[config.mk]
export PLATFORM = sky130hd
export DESIGN_NAME = double_ended_queue
export DESIGN_NICKNAME = d
export VERILOG_FILES = /design/src/hdl/deq_pkg.sv /design/src/hdl/deq_ram.sv /design/src/hdl/double_ended_queue.sv
export SDC_FILE = /design/constraint.sdc
export NUM_CORES = 1
export LEC_CHECK = 0
export ABC_AREA = 1
export ABC_CLOCK_PERIOD_IN_PS = 12260
export BUFFER_PORTS_ARGS = -buffer_cell sky130_fd_sc_hd__buf_2
export CORE_MARGIN = 4
export CORE_UTILIZATION = 40
export CTS_CLUSTER_SIZE = 10
export DETAILED_ROUTE_END_ITERATION = 7
export GPL_ROUTABILITY_DRIVEN = 0
export SLEW_MARGIN = 5
export SYNTH_ARGS = -nofsm -noshare
export SYNTH_HDL_FRONTEND = slang
export SYNTH_SLANG_ARGS = --single-unit
[constraint.sdc]
create_clock -name clk -period 12.26 [get_ports clk]
set_input_delay 0 -clock clk [delete_from_list [all_inputs] [get_ports clk]]
set_output_delay 0 -clock clk [all_outputs]
set_load 0.02 [all_outputs]
[src/hdl/deq_pkg.sv]
package deq_pkg;

    localparam int DATA_W = 32;
    localparam int MODE_W = 3;
    localparam int STAT_W = 2;

    typedef enum logic [MODE_W-1:0] {
        MODE_PUSH_FRONT = 3'd0,
        MODE_PUSH_BACK  = 3'd1,
        MODE_POP_FRONT  = 3'd2,
        MODE_POP_BACK   = 3'd3,
        MODE_DUMP_FWD   = 3'd4,
        MODE_DUMP_BWD   = 3'd5
    } mode_t;

    typedef enum logic [STAT_W-1:0] {
        ST_OK    = 2'd0,
        ST_EMPTY = 2'd1,
        ST_FULL  = 2'd2
    } status_t;

    typedef enum logic {
        S_IDLE = 1'b0,
        S_DUMP = 1'b1
    } state_t;

endpackage

[src/hdl/deq_ram.sv]
module deq_ram #(
    parameter int DEPTH = 32,
    parameter int AW    = 5
) (
    input  logic                              clk,
    input  logic                              we,
    input  logic [AW-1:0]                     waddr,
    input  logic signed [deq_pkg::DATA_W-1:0] wdata,
    input  logic                              re,
    input  logic [AW-1:0]                     raddr,
    output logic signed [deq_pkg::DATA_W-1:0] rdata
);

    logic signed [deq_pkg::DATA_W-1:0] mem [DEPTH];

    always_ff @(posedge clk)
    begin
        if (we)
        begin
            mem[waddr] <= wdata;
        end
    end

    // hold the last read word until the next read
    always_ff @(posedge clk)
    begin
        if (re)
        begin
            rdata <= mem[raddr];
        end
    end

endmodule

[src/hdl/double_ended_queue.sv]
// Bounded deque of signed 32-bit values held in a ring of DEPTH slots.
// Input channel s_*: s_tuser carries the operation (push front, push back,
// pop front, pop back, dump forward, dump backward), s_tdata the value to push.
// Output channel m_*: m_tuser carries the status (ok, empty, full), m_tdata
// the dumped element (zero otherwise), m_tlast marks the final result of an item.
// Push, pop and empty reports give one result, registered the cycle after the
// item is accepted; with m_tready high one such item is taken every cycle.
// A dump of N stored elements gives N results: the single read port of the
// slot memory (registered read) streams one element per cycle while m_tready
// is high, and no item is accepted until its last result has been taken.
// Undefined operation codes are accepted and dropped.
// Reset (rst_n low) empties the deque; slot contents are not cleared, since
// only occupied slots are ever read. When m_tready is low the result holds in
// the output register, the dump read stream pauses and s_tready drops.
module double_ended_queue #(
    parameter int DEPTH = 32
) (
    input  logic                              clk,
    input  logic                              rst_n,
    input  logic                              s_tvalid,
    output logic                              s_tready,
    input  logic signed [deq_pkg::DATA_W-1:0] s_tdata,  // [31:0] value
    input  logic [deq_pkg::MODE_W-1:0]        s_tuser,  // [2:0] mode
    output logic                              m_tvalid,
    input  logic                              m_tready,
    output logic signed [deq_pkg::DATA_W-1:0] m_tdata,  // [31:0] element
    output logic [deq_pkg::STAT_W-1:0]        m_tuser,  // [1:0] status
    output logic                              m_tlast   // last result of the item
);

    localparam int IW = $clog2(DEPTH);
    localparam int CW = $clog2(DEPTH + 1);

    deq_pkg::state_t                   state_reg, state_next;
    logic [IW-1:0]                     front_reg, front_next;
    logic [CW-1:0]                     occ_reg, occ_next;
    logic [CW-1:0]                     cnt_reg, cnt_next;
    logic                              dir_reg, dir_next;
    logic                              pend_reg, pend_next;
    logic                              pend_last_reg, pend_last_next;
    logic                              m_tvalid_reg, m_tvalid_next;
    deq_pkg::status_t                  m_status_reg, m_status_next;
    logic signed [deq_pkg::DATA_W-1:0] m_elem_reg, m_elem_next;
    logic                              m_last_reg, m_last_next;

    deq_pkg::mode_t                    mode;
    logic                              out_free;
    logic                              accept;
    logic                              full;
    logic                              empty;
    logic [IW-1:0]                     front_dec;
    logic [IW-1:0]                     front_inc;
    logic [IW-1:0]                     back_addr;
    logic [CW-1:0]                     rd_off;
    logic [IW-1:0]                     rd_addr;
    logic                              move;
    logic                              issue;
    logic                              issue_last;
    logic                              mem_we;
    logic [IW-1:0]                     mem_waddr;
    logic signed [deq_pkg::DATA_W-1:0] mem_rdata;

    function automatic logic [IW-1:0] ring_add(input logic [IW-1:0] base,
                                               input logic [CW-1:0] off);
        logic [CW:0] s;
        s = (CW+1)'(base) + (CW+1)'(off);
        if (s >= (CW+1)'(DEPTH))
        begin
            s = s - (CW+1)'(DEPTH);
        end
        return s[IW-1:0];
    endfunction

    assign mode       = deq_pkg::mode_t'(s_tuser);
    assign out_free   = !m_tvalid_reg || m_tready;
    assign s_tready   = (state_reg == deq_pkg::S_IDLE) && out_free;
    assign accept     = s_tvalid && s_tready;
    assign full       = (occ_reg == CW'(DEPTH));
    assign empty      = (occ_reg == '0);
    assign front_dec  = (front_reg == '0) ? IW'(DEPTH - 1) : front_reg - 1'b1;
    assign front_inc  = (front_reg == IW'(DEPTH - 1)) ? '0 : front_reg + 1'b1;
    assign back_addr  = ring_add(front_reg, occ_reg);
    assign rd_off     = dir_reg ? (occ_reg - 1'b1 - cnt_reg) : cnt_reg;
    assign rd_addr    = ring_add(front_reg, rd_off);
    assign move       = pend_reg && out_free;
    assign issue      = (state_reg == deq_pkg::S_DUMP) && (cnt_reg != occ_reg)
                        && (!pend_reg || move);
    assign issue_last = ((cnt_reg + 1'b1) == occ_reg);
    assign mem_we     = accept && !full
                        && (mode == deq_pkg::MODE_PUSH_FRONT
                            || mode == deq_pkg::MODE_PUSH_BACK);
    assign mem_waddr  = (mode == deq_pkg::MODE_PUSH_FRONT) ? front_dec : back_addr;

    deq_ram #(
        .DEPTH (DEPTH),
        .AW    (IW)
    ) u_ram (
        .clk   (clk),
        .we    (mem_we),
        .waddr (mem_waddr),
        .wdata (s_tdata),
        .re    (issue),
        .raddr (rd_addr),
        .rdata (mem_rdata)
    );

    always_comb
    begin
        state_next = state_reg;
        unique case (state_reg)
            deq_pkg::S_IDLE:
            begin
                if (accept && !empty
                    && (mode == deq_pkg::MODE_DUMP_FWD || mode == deq_pkg::MODE_DUMP_BWD))
                begin
                    state_next = deq_pkg::S_DUMP;
                end
            end
            deq_pkg::S_DUMP:
            begin
                if (move && pend_last_reg)
                begin
                    state_next = deq_pkg::S_IDLE;
                end
            end
            default:
            begin
                state_next = deq_pkg::S_IDLE;
            end
        endcase
    end

    always_comb
    begin
        front_next     = front_reg;
        occ_next       = occ_reg;
        cnt_next       = cnt_reg;
        dir_next       = dir_reg;
        pend_next      = pend_reg;
        pend_last_next = pend_last_reg;
        m_tvalid_next  = m_tvalid_reg;
        m_status_next  = m_status_reg;
        m_elem_next    = m_elem_reg;
        m_last_next    = m_last_reg;

        if (m_tvalid_reg && m_tready)
        begin
            m_tvalid_next = 1'b0;
        end

        if (accept)
        begin
            unique case (mode)
                deq_pkg::MODE_PUSH_FRONT,
                deq_pkg::MODE_PUSH_BACK:
                begin
                    m_tvalid_next = 1'b1;
                    m_elem_next   = '0;
                    m_last_next   = 1'b1;
                    if (full)
                    begin
                        m_status_next = deq_pkg::ST_FULL;
                    end
                    else
                    begin
                        m_status_next = deq_pkg::ST_OK;
                        occ_next      = occ_reg + 1'b1;
                        if (mode == deq_pkg::MODE_PUSH_FRONT)
                        begin
                            front_next = front_dec;
                        end
                    end
                end
                deq_pkg::MODE_POP_FRONT,
                deq_pkg::MODE_POP_BACK:
                begin
                    m_tvalid_next = 1'b1;
                    m_elem_next   = '0;
                    m_last_next   = 1'b1;
                    if (empty)
                    begin
                        m_status_next = deq_pkg::ST_EMPTY;
                    end
                    else
                    begin
                        m_status_next = deq_pkg::ST_OK;
                        occ_next      = occ_reg - 1'b1;
                        if (mode == deq_pkg::MODE_POP_FRONT)
                        begin
                            front_next = front_inc;
                        end
                    end
                end
                deq_pkg::MODE_DUMP_FWD,
                deq_pkg::MODE_DUMP_BWD:
                begin
                    if (empty)
                    begin
                        m_tvalid_next = 1'b1;
                        m_status_next = deq_pkg::ST_EMPTY;
                        m_elem_next   = '0;
                        m_last_next   = 1'b1;
                    end
                    else
                    begin
                        cnt_next = '0;
                        dir_next = (mode == deq_pkg::MODE_DUMP_BWD);
                    end
                end
                default:
                begin
                    // undefined operation: drop the item
                end
            endcase
        end

        // hand the read word to the output register
        if (move)
        begin
            m_tvalid_next = 1'b1;
            m_status_next = deq_pkg::ST_OK;
            m_elem_next   = mem_rdata;
            m_last_next   = pend_last_reg;
            pend_next     = 1'b0;
        end

        if (issue)
        begin
            pend_next      = 1'b1;
            pend_last_next = issue_last;
            cnt_next       = cnt_reg + 1'b1;
        end
    end

    always_ff @(posedge clk or negedge rst_n)
    begin
        if (!rst_n)
        begin
            state_reg     <= deq_pkg::S_IDLE;
            front_reg     <= '0;
            occ_reg       <= '0;
            cnt_reg       <= '0;
            dir_reg       <= 1'b0;
            pend_reg      <= 1'b0;
            pend_last_reg <= 1'b0;
            m_tvalid_reg  <= 1'b0;
        end
        else
        begin
            state_reg     <= state_next;
            front_reg     <= front_next;
            occ_reg       <= occ_next;
            cnt_reg       <= cnt_next;
            dir_reg       <= dir_next;
            pend_reg      <= pend_next;
            pend_last_reg <= pend_last_next;
            m_tvalid_reg  <= m_tvalid_next;
        end
    end

    always_ff @(posedge clk)
    begin
        m_status_reg <= m_status_next;
        m_elem_reg   <= m_elem_next;
        m_last_reg   <= m_last_next;
    end

    assign m_tvalid = m_tvalid_reg;
    assign m_tdata  = m_elem_reg;
    assign m_tuser  = m_status_reg;
    assign m_tlast  = m_last_reg;

endmodule
# Yosys cells after proc, flatten, opt, wreduce, memory -nomap -nowiden
# Memory sizes are Yosys's and may differ from the RTL's. A register that Yosys moved wholly into a read port is not among the register bits.
# Cells that the tools add are included.
dict set report totals {
  mem_bits_rw 1024
  in_bits 39
  output_inout_bits 37
  memories 1
  wordCells 123
  reg_bits 57
}
# memory words word_bits rd rd_ports_with_merged_regs wr line_no
set mem_list {}
lappend mem_list {u_ram.mem 32 32 1 1 1 deq_ram.sv:14} ;# logic signed [deq_pkg::DATA_W-1:0] mem [DEPTH];
dict set report op_classes {
  n_reduce_logical 39
  n_mux 42
  bitwise 2
  addsub 10
  eq_ne 16
  order_cmp 2
}
# cell n
set op_table {}
lappend op_table {{2-to-1 mux 32 bit} 3}
lappend op_table {{case mux 32 bit (2 select lines)} 1}
lappend op_table {{2-to-1 mux 5 bit} 9}
lappend op_table {{2-to-1 mux 6 bit} 7}
lappend op_table {{subtractor 5 x 1 -> 5 bit (second input constant)} 3}
lappend op_table {{adder 5 x 6 -> 7 bit} 2}
lappend op_table {{greater-or-equal comparator 7 x 6 -> 1 bit (second input constant)} 2}
lappend op_table {{2-to-1 mux 1 bit} 14}
lappend op_table {{adder 6 x 1 -> 6 bit (second input constant)} 2}
lappend op_table {{case mux 6 bit (2 select lines)} 1}
lappend op_table {{AND reduction 3 bit} 4}
lappend op_table {{logical AND 1 bit} 11}
lappend op_table {{!= test 2 bit (second input constant)} 5}
lappend op_table {{case mux 5 bit (2 select lines)} 1}
lappend op_table {{nonzero test 2 bit} 5}
lappend op_table {{equality test 3 x 2 -> 1 bit (second input constant)} 2}
lappend op_table {{equality test 3 bit (second input constant)} 2}
lappend op_table {{equality test 6 bit} 1}
lappend op_table {{equality test 6 bit (second input constant)} 1}
lappend op_table {{zero test 6 bit} 1}
lappend op_table {{!= test 6 bit} 1}
lappend op_table {{case mux 1 bit (2 select lines)} 3}
lappend op_table {{case mux 2 bit (3 select lines)} 1}
lappend op_table {{AND reduction 6 bit} 1}
lappend op_table {{other kinds (17)} 28}

# Longest topological paths before layout
# Gate-level depths: netlist (run 1).
dict set report logic_depth {
  depth_word 8
  depth_mapped 19
}

# Modules after synthesis
# A second synthesis (run 1) with hierarchy kept.
dict set report unflattened {
  cells_unflattened 3987
  hier_area_um2 46408.3
}
# mod n_inst cells_each area_per_inst_um2
set modules_own_cells {}
lappend modules_own_cells {deq_ram 1 3536 42726.0}
lappend modules_own_cells {double_ended_queue 1 451 3682.3}

# Least setup slack after synthesis (run 1)
# No wires, ideal clock.
dict set report synth_path {
  path_type {reg-to-reg}
  start {register m_tvalid_reg, in the netlist m_tvalid}
  end {register m_elem_reg (netlist bit m_tdata[0]), enable pin}
  slack_ns 8.150
  arrival_ns 3.637
  setup_time_ns 0.473
  synth_period_minus_slack_ns 4.110
  stages_incl_launch_ff 6
  t_required_ns 11.787
  path_cell_list {dfrtp_1 -> inv_1 -> nor2_1 -> nor2_1 -> nand2_1 -> o31ai_1}
}
dict set report synth_via {
  elab_chain_cells 6
}
# item line_no
set synth_lines {}
lappend synth_lines {{start, declared} double_ended_queue.sv:41} ;# logic m_tvalid_reg, m_tvalid_next;
lappend synth_lines {{start signal, assigned} double_ended_queue.sv:257} ;# m_tvalid_reg <= m_tvalid_next;
lappend synth_lines {{zero test 1 bit} double_ended_queue.sv:75} ;# assign out_free = !m_tvalid_reg || m_tready;
lappend synth_lines {{logical OR 1 bit} double_ended_queue.sv:75}
lappend synth_lines {{logical AND 1 bit} double_ended_queue.sv:76} ;# assign s_tready = (state_reg == deq_pkg::S_IDLE) && out_free;
lappend synth_lines {{named net s_tready} double_ended_queue.sv:21} ;# output logic s_tready,
lappend synth_lines {{logical AND 1 bit} double_ended_queue.sv:77} ;# assign accept = s_tvalid && s_tready;
lappend synth_lines {{nonzero test 2 bit (no source line)} --}
lappend synth_lines {{AND reduction 3 bit (no source line)} --}
lappend synth_lines {{end signal, assigned} double_ended_queue.sv:264} ;# m_elem_reg <= m_elem_next;
lappend synth_lines {{end, declared} double_ended_queue.sv:43} ;# logic signed [deq_pkg::DATA_W-1:0] m_elem_reg, m_elem_next;
# The timed path passes the listed nets, and every way through them passes these cells.
# A chain may end at the register's enable or synchronous reset.

# Worst setup path after layout (run 1)
dict set report layout_path {
  start {register occ_reg[0]}
  end {register u_ram.rdata[22] (netlist bit), read port of u_ram.mem, data pin}
}
dict set report layout_via {
  elab_chain_cells 6
}
# item line_no
set layout_lines {}
lappend layout_lines {{start, declared} double_ended_queue.sv:36} ;# logic [CW-1:0] occ_reg, occ_next;
lappend layout_lines {{start signal, assigned} double_ended_queue.sv:252} ;# occ_reg <= occ_next;
lappend layout_lines {{subtractor 6 x 1 -> 6 bit} double_ended_queue.sv:83} ;# assign rd_off = dir_reg ? (occ_reg - 1'b1 - cnt_reg) : cnt_reg;
lappend layout_lines {{subtractor 6 bit} double_ended_queue.sv:83}
lappend layout_lines {{2-to-1 mux 6 bit} double_ended_queue.sv:83}
lappend layout_lines {{adder 5 x 6 -> 7 bit} double_ended_queue.sv:66} ;# s = (CW+1)'(base) + (CW+1)'(off);
lappend layout_lines {{greater-or-equal comparator 7 x 6 -> 1 bit or subtractor 5 x 1 -> 5 bit (tied branches)} {double_ended_queue.sv:67, double_ended_queue.sv:69}}
lappend layout_lines {{2-to-1 mux 5 bit} double_ended_queue.sv:67} ;# if (s >= (CW+1)'(DEPTH))
lappend layout_lines {{end, declared} deq_ram.sv:11} ;# output logic signed [deq_pkg::DATA_W-1:0] rdata
# Parallel ways exist; a longest one is shown, timed or not.

==> metrics.log, run 1 <==
INFO  metric period_share = 0.486
INFO  metric transition_time_of_the_tightest_slew_check_pin = 1.21 ns
INFO  metric die_area = 124000 sq um
INFO  metric synth-seq-cells = 1113
INFO  metric path_common_cell = nand2_1
INFO  metric critical_path.cell_chain = inv_1, ha_1, inv_1, fa_1, nand2_1, o21ai_0, fa_4, buf_4, buf_4, buf_4, nor2_1, o21ai_0, nand3_1, nand3_1, nand2_1, nand2_1, nand2_1
INFO  metric finalSetupViolations = 0
INFO  metric synth-warning-count = 0
INFO  metric routed-wl-met2 = 62.7 mm
INFO  metric slowest_stage = fa_4
INFO  metric clock-root-buffer = clkbuf_16
INFO  metric first_global_vias = 29700
INFO  metric drtAntennaViolNets = 0
INFO  metric worst_setup_path_end_kind = flop
INFO  metric maxCapViolCount = 0
INFO  metric syn-num-nets = 4457
INFO  metric wire_length_of_the_first_global_routing_pass = 198 mm
INFO  metric holdCritPathClass = input port to flop
INFO  metric worst-path-max-fanout = 69
INFO  metric most_frequent_cells_in_the_layout = edfxtp_1, nand2_1, nand3_1, inv_1, nor2_1
INFO  metric unrepaired_setup_endpoints_after_global_routing = no
INFO  metric synth-seq-area-share = 0.701
INFO  metric netlist_instances = 4393
INFO  metric largest_register_ff_count = 1024
INFO  metric layout.nets = 4539
INFO  metric htree_levels = 4
INFO  metric clock_tree_from_tritoncts = built
INFO  metric met3RoutedLength = 12.3 mm
INFO  metric achievable-frequency = 0.168 GHz
INFO  metric worst_path_largest_cell_delay = 0.85 ns
INFO  metric worst_slew_margin_relative_to_its_limit = 0.192
INFO  metric final_max_slew_viol_count = 0
INFO  metric tritoncts_num_sinks = 1113
INFO  metric core_area = 118000 sq um
INFO  metric finalWorstPathRequiredPeriod = 5.95 ns
INFO  metric maxUsedRoutingLayer = met5
INFO  metric post-dp-hpwl = 68.5 mm
INFO  metric count_of_unique_library_cells_instantiated_by_yosys = 32
INFO  metric synthesis.area_per_instance = 10.8 sq um
INFO  metric layout.core_utilization = 0.454
INFO  metric final_common_cell = edfxtp_1
INFO  metric detail_route.drc_violations = 0
INFO  metric design.portCount = 76
INFO  metric required = 12.73 ns
INFO  metric cts_setup_buffers = 0
INFO  metric grt.total_usage = 0.214
INFO  metric dieHeight = 353 microns
INFO  metric dr.first_iter.drc_count = 3720
INFO  metric wl_per_cell = 22.5 microns
INFO  metric placement_rows = 126
INFO  metric final.fill_count = 10700
INFO  metric maximum_number_of_pins_on_one_net_before_global_route_repair = 240
INFO  metric layout_cell_share_with_drive_strength_beyond_1 = 0.0733
INFO  metric width_of_the_chip = 353 microns
INFO  metric drt-pass1-iter-count = 6
INFO  metric route.layer.met1.wl = 56.2 mm
INFO  metric number_of_hold_violations_in_the_final_report = 0
INFO  metric worst-path-buf-inv = 5
INFO  metric arrival = 6.42 ns
INFO  metric syn_to_final_growth = 12.7%
INFO  metric via_per_inst = 5.28
INFO  metric port_buffers = 75
INFO  metric antenna_found_initial = 9
INFO  metric registers.top_by_ff_count = u_ram.mem
INFO  metric cts-buffers-inserted = 130
INFO  metric outcome = finished clean
INFO  metric start_util = 0.403
INFO  metric worst_skew_pair.late_latency = 0.72 ns
INFO  metric post_synth_instance_area = 47500 sq um
INFO  metric critPathTopFamily = buffers and inverters
INFO  metric totalNegativeSetupSlack = 0 ns
INFO  metric clk_transition_reported_paths = 0.05 ns
INFO  metric global_route_congestion_overflow_total = 0
INFO  metric critical_path_class = flop to flop
INFO  metric worstSetupStartpointType = flop
INFO  metric clock_tree.buffer_depth = 3
INFO  metric final_skew = 0.0248 ns
INFO  metric wirelength = 136 mm
INFO  metric route.vias.total = 31900
## final timing paths
| kind | start | to | slack, ns | cells past startpoint |
|---|---|---|---|---|
| worst max-delay path | occ_reg[0] | u_ram.rdata[22] | 6.31 | 17 |
| worst min-delay path | s_tuser[1] | front_reg[4] | 0.04 | 6 |
| max in group asynchronous | rst_n | cnt_reg[2] | 11.04 | 3 |
| min in group asynchronous | rst_n | m_tvalid | 0.59 | 3 |
| worst max register to register | occ_reg[0] | u_ram.rdata[22] | 6.31 | 17 |
| worst min register to register | pend_last_reg | pend_last_reg | 0.50 | 2 |
## tightest hold or removal path: cells and delay by family
family | cells | cell delay (ns)
simple gates | 4 | 0.24
buf+inv | 1 | 0.14
fa+ha+maj | 1 | 0.33
## cell families after synthesis
logic type,Yosys count,synth area share
flops,1113,0.701
xor+xnor,19,0.00350
compound gates,302,0.0319
fa+ha+maj,25,0.00706
buf+inv,829,0.0703
simple gates,2105,0.186
## layout make-up
class / count / area [sq um] / area share
antenna: 4 / 10.0 / 0.000187
clock buffer: 146 / 3360 / 0.0627
clock inverter: 14 / 189 / 0.00353
inverter: 599 / 2270 / 0.0425
multi-input combinational: 2451 / 11200 / 0.209
sequential: 1113 / 33300 / 0.622
tap: 1536 / 1920 / 0.0359
timing repair buffer: 180 / 1290 / 0.0241
## cells in the mapped netlist
cell / count / area [sq um]
buf_4: 3 / 22.5
ha_1: 22 / 275
clkbuf_2: 1 / 5.00
nand3b_1: 1 / 7.51
nor2_2: 1 / 6.26
nand2_1: 762 / 2860
o31ai_1: 1 / 7.51
o21ai_0: 285 / 1430
fa_1: 3 / 60.1
nor2_1: 607 / 2280
or2_2: 2 / 12.5
inv_1: 594 / 2230
buf_2: 51 / 255
nor4_1: 1 / 6.26
inv_2: 1 / 3.75
dfrtp_1: 22 / 551
xnor2_1: 5 / 43.8
nand3_2: 1 / 10.0
dfxtp_1: 2 / 40.0
xor2_1: 14 / 123
o21ai_1: 6 / 30.0
clkbuf_1: 124 / 465
buf_1: 31 / 116
clkinv_1: 3 / 11.3
nand2_2: 1 / 6.26
nand4_1: 4 / 25.0
buf_6: 20 / 225
edfxtp_1: 1089 / 32700
a21oi_1: 10 / 50.1
inv_4: 1 / 6.26
nor3_1: 3 / 15.0
nand3_1: 722 / 3610
## metrics by stage
stage               std cells  hold slack (ns)  setup slack, ns  cell area [sq um]
finish                   6043           0.0361             6.31              53500
global route             6041           0.0620             6.00              53500
global placement         5834         -0.00401             6.46              49500
floorplan                4393           -0.296             8.15              47500
CTS                      6039          0.00361             6.35              53500
detailed placement       5834       -0.0000956             6.36              49500
## metal layers
layer / vias to the layer above / track usage
met5: - / 0
met4: 4 / 0.0784
met3: 267 / 0.0455
met2: 1409 / 0.338
met1: 15400 / 0.292
li1: 14800 / -
## repair_timing
action / CTS / global route
hold buffers: 45 / 0
hold endpoints to repair: 1060 / 0
resized for setup: 0 / 0
Power of run 1 is not shown: default switching activity piles up to over one toggle a cycle in this logic, so the estimate is an artifact.
==> run 2: changes to the inputs <==
--- a/config.mk
+++ b/config.mk
@@ -5,8 +5,8 @@
 export SDC_FILE = /design/constraint.sdc
 export NUM_CORES = 1
 export LEC_CHECK = 0
-export ABC_AREA = 1
-export ABC_CLOCK_PERIOD_IN_PS = 12260
+export ABC_AREA = 0
+export ABC_CLOCK_PERIOD_IN_PS = 6100
 export BUFFER_PORTS_ARGS = -buffer_cell sky130_fd_sc_hd__buf_2
 export CORE_MARGIN = 4
 export CORE_UTILIZATION = 40
==> constraint.sdc (replaced) <==
create_clock -name clk -period 6.1 [get_ports clk]
set_input_delay 0 -clock clk [delete_from_list [all_inputs] [get_ports clk]]
set_output_delay 0 -clock clk [all_outputs]
set_load 0.02 [all_outputs]
==> run 2 against run 1 <==
- first-iteration DRC count decreased by 34%
- synthesized area decreased by 5.8%
- critical path type unchanged
- sequential share of layout area increased by 2.5 points
- clock skew increased by 0.0097 ns
- core utilization increased by 1.1 points
- final cell count decreased by 35%
- highest routed layer is now met4
- largest cell class unchanged
- global-route usage decreased by 1.6 points
- via count decreased by 27%
- critical path depth decreased by 4
- count of clock-buffer cells in the layout decreased by 3
==> metrics.log, run 2 <==
INFO  metric core_area = 111000 sq um (-6.0%)
INFO  metric die_area = 117000 sq um (-5.7%)
INFO  metric route.vias.total = 23400 (-27%)
INFO  metric hold_path_startpoint = s_tuser[0]
INFO  metric largest_register_ff_count = 1024 (unchanged)
INFO  metric synth.top_cell.area_share = 0.731 (+0.0425)
INFO  metric netlist_instances = 2251 (-49%)
INFO  metric clk_transition_reported_paths = 0.06 ns (about the same)
INFO  metric post_cts_resized = 0 (unchanged)
INFO  metric transition_time_of_the_tightest_slew_check_pin = 1.38 ns (+0.167 ns)
INFO  metric finalWorstPathRequiredPeriod = 4.74 ns (-1.22 ns)
INFO  metric totalNegativeSetupSlack = 0 ns (unchanged)
INFO  metric slowest_stage = fa_4
INFO  metric final_common_cell = edfxtp_1
INFO  metric holdCritPathClass = input port to flop
INFO  metric critical_path_class = flop to flop
INFO  metric yosys-top-cells-area = edfxtp_1, mux4_2, o211ai_1
INFO  metric worst_slew_margin_relative_to_its_limit = 0.0752 (-0.116)
INFO  metric gr-usage-met1 = 0.289 (-0.00310)
INFO  metric worst-path-max-fanout = 31 (-55%)
INFO  metric grt.total_usage = 0.198 (-0.0157)
INFO  metric gr-usage-met2 = 0.309 (-0.0284)
INFO  metric first_global_vias = 23800 (-20%)
INFO  metric dr.first_iter.drc_count = 2452 (-34%)
INFO  metric registers.top_by_ff_count = u_ram.mem
INFO  metric outcome = finished clean
INFO  metric ys.flop_type = edfxtp_1
INFO  metric achievable-frequency = 0.211 GHz (+26%)
INFO  metric clock_tree_from_tritoncts = built
INFO  metric fin_ws = 1.36 ns (-4.94 ns)
INFO  metric setup.worst_path.start = occ_reg[1]
INFO  metric timing.rr.end = u_ram.rdata[21]
INFO  metric number_of_hold_violations_in_the_final_report = 0 (unchanged)
INFO  metric required = 6.58 ns (-6.15 ns)
INFO  metric syn_to_final_growth = 15.1%
INFO  metric synth-seq-area-share = 0.744 (+0.0432)
INFO  metric placement_rows = 122 (-3.2%)
INFO  metric maximum_number_of_pins_on_one_net_before_global_route_repair = 97 (-60%)
INFO  metric timing.hold.worst_path_depth = 5 (-1)
INFO  metric post-dp-hpwl = 62.8 mm (-8.4%)
INFO  metric layout.core_utilization = 0.464 (+0.0107)
INFO  metric synth-warning-count = 0 (unchanged)
INFO  metric wirelength = 116 mm (-15%)
INFO  metric post_synth_instance_area = 44700 sq um (-5.8%)
INFO  metric final_max_slew_viol_count = 0 (unchanged)
INFO  metric start_util = 0.404 (+0.000912)
INFO  metric final.fill_count = 9291 (-13%)
INFO  metric clock-root-buffer = clkbuf_16
INFO  metric design.portCount = 76 (unchanged)
INFO  metric detail_route.drc_violations = 0 (unchanged)
INFO  metric period_share = 0.776 (+0.291)
INFO  metric wire_length_of_the_first_global_routing_pass = 169 mm (-15%)
INFO  metric synth_async_sr_flop_share = 0.0198 (unchanged)
INFO  metric grt_most_used_layer = met2
INFO  metric worst_path_largest_cell_delay = 1.25 ns (+0.40 ns)
INFO  metric worst_setup_path_end_kind = flop
INFO  metric synthTopCellsByCount = edfxtp_1, mux4_2, nand2_1
INFO  metric arrival = 5.21 ns (-1.21 ns)
INFO  metric synthesis.area_per_instance = 19.9 sq um (+84%)
INFO  metric synthMostInstantiatedCell = edfxtp_1
INFO  metric final_skew = 0.0345 ns (+0.00970 ns)
INFO  metric grt.met3_usage = 0.0369 (-0.00853)
INFO  metric synth-edff-count = 1089 (unchanged)
INFO  metric antenna_found_initial = 5 (-4)
INFO  metric r2r_setup_slack = 1.36 ns (-4.94 ns)
INFO  metric clock_tree.buffer_depth = 3 (unchanged)
INFO  metric port_buffers = 75 (unchanged)
INFO  metric syn-num-nets = 2315 (-48%)
INFO  metric worst_skew_pair.late_latency = 0.73 ns (about the same)
INFO  metric cts_setup_buffers = 0 (unchanged)
INFO  metric worstRegToRegCells = 13 (-4)
INFO  metric layout_cell_share_with_drive_strength_beyond_1 = 0.261 (+0.188)
INFO  metric wl_per_cell = 29.3 microns (+30%)
INFO  metric width_of_the_chip = 342 microns (-2.9%)
INFO  metric htree_levels = 4 (unchanged)
INFO  metric most_frequent_cells_in_the_layout = edfxtp_1, mux4_2, nand2_1, clkbuf_16, o211ai_1
INFO  metric holdPathEnd = front_reg[2]
INFO  metric unrepaired_setup_endpoints_after_global_routing = no
INFO  metric finalSetupViolations = 0 (unchanged)
INFO  metric dieHeight = 342 microns (-2.9%)
INFO  metric via_per_inst = 5.92 (+12%)
INFO  metric cts-buffers-inserted = 131 (+0.77%)
INFO  metric worstSetupStartpointType = flop
INFO  metric maxCapViolCount = 0 (unchanged)
INFO  metric layout.nets = 2498 (-45%)
INFO  metric count_of_unique_library_cells_instantiated_by_yosys = 62 (+94%)
INFO  metric tritoncts_num_sinks = 1113 (unchanged)
INFO  metric synth_area_leader_cell = edfxtp_1
INFO  metric dp_slack = 1.36 ns (-5.00 ns)
INFO  metric global_route_congestion_overflow_total = 0 (unchanged)
INFO  metric critical_path.cell_chain = inv_1, ha_1, inv_1, fa_1, nand2_1, o21ai_0, fa_4, buf_4, mux4_2, nand2_1, a211o_1, nand3_1, mux2_2
INFO  metric drtAntennaViolNets = 0 (unchanged)
INFO  metric synth-seq-cells = 1113 (unchanged)
INFO  metric drt-pass1-iter-count = 5 (-1)
INFO  metric worst_r2r_startpoint = occ_reg[1]
-- run 2: cell types whose count changed after synthesis, moves of 128 or more --
cell	delta
inv_1	-576
mux4_2	+246
nand2_1	-607
nand3_1	-647
nor2_1	-593
o211ai_1	+128
o21ai_0	-273
-- run 2: how the worst max path moves through the flow --
| stage | end | cells past startpoint |
|---|---|---|
| 5_1_grt | u_ram.rdata[9] | 13 |
| 3_3_place_gp | u_ram.rdata[21] | 13 |
| 6_report | u_ram.rdata[21] | 13 |
| 4_1_cts | u_ram.rdata[21] | 13 |
| 2_1_floorplan | u_ram.mem[28][0] | 8 |
| 3_5_place_dp | u_ram.rdata[21] | 13 |
-- run 2: through the flow --
step	hold WS (ns)	instances	instance area, sq um
global placement	0.0106	3749	47400
detailed placement	0.0263	3749	47400
floorplan	-0.296	2251	44700
global route	0.114	3953	51500
CTS	0.00435	3953	51500
finish	0.0741	3954	51500
-- run 2: cell type report --
type | count | area, sq um | share of cell area
sequential | 1113 | 33300 | 0.647
multi-input combinational | 966 | 10900 | 0.212
clock buffer | 143 | 3370 | 0.0654
tap | 1488 | 1860 | 0.0362
timing repair buffer | 204 | 1680 | 0.0327
clock inverter | 21 | 293 | 0.00569
inverter | 18 | 67.6 | 0.00131
antenna | 1 | 2.50 | 0.0000486
-- run 2: critical path, delay by kind of cell (launching register included) --
| kind | cells | cell delay, ns |
|---|---|---|
| simple gates | 3 | 0.25 |
| buf+inv | 3 | 0.77 |
| compound gates | 2 | 0.28 |
| flops | 1 | 0.50 |
| mux | 2 | 0.65 |
| fa+ha+maj | 3 | 1.98 |
-- run 2: kinds of logic after synthesis --
group	count (synthesis)	share of synthesized area
AO/OA/AOI/OAI	273	0.0461
multiplexers	297	0.140
adder cells (fa/ha/maj)	25	0.00750
buffers and inverters	172	0.0194
AND/OR/NAND/NOR	335	0.0358
XOR/XNOR	36	0.00705
flip-flops	1113	0.744
-- run 2: repair_timing --
action | CTS | global route
endpoints found under the setup margin | 0 | 0
hold buffers | 40 | 0
endpoints found under the hold margin | 1058 | 0
-- run 2: routing by layer --
layer	up-vias	wire, microns
met5	-	0
met4	0	2270
met3	153	8770
met2	964	54800
met1	12600	49900
li1	9675	-
Power of run 2 is left out for the same reason.
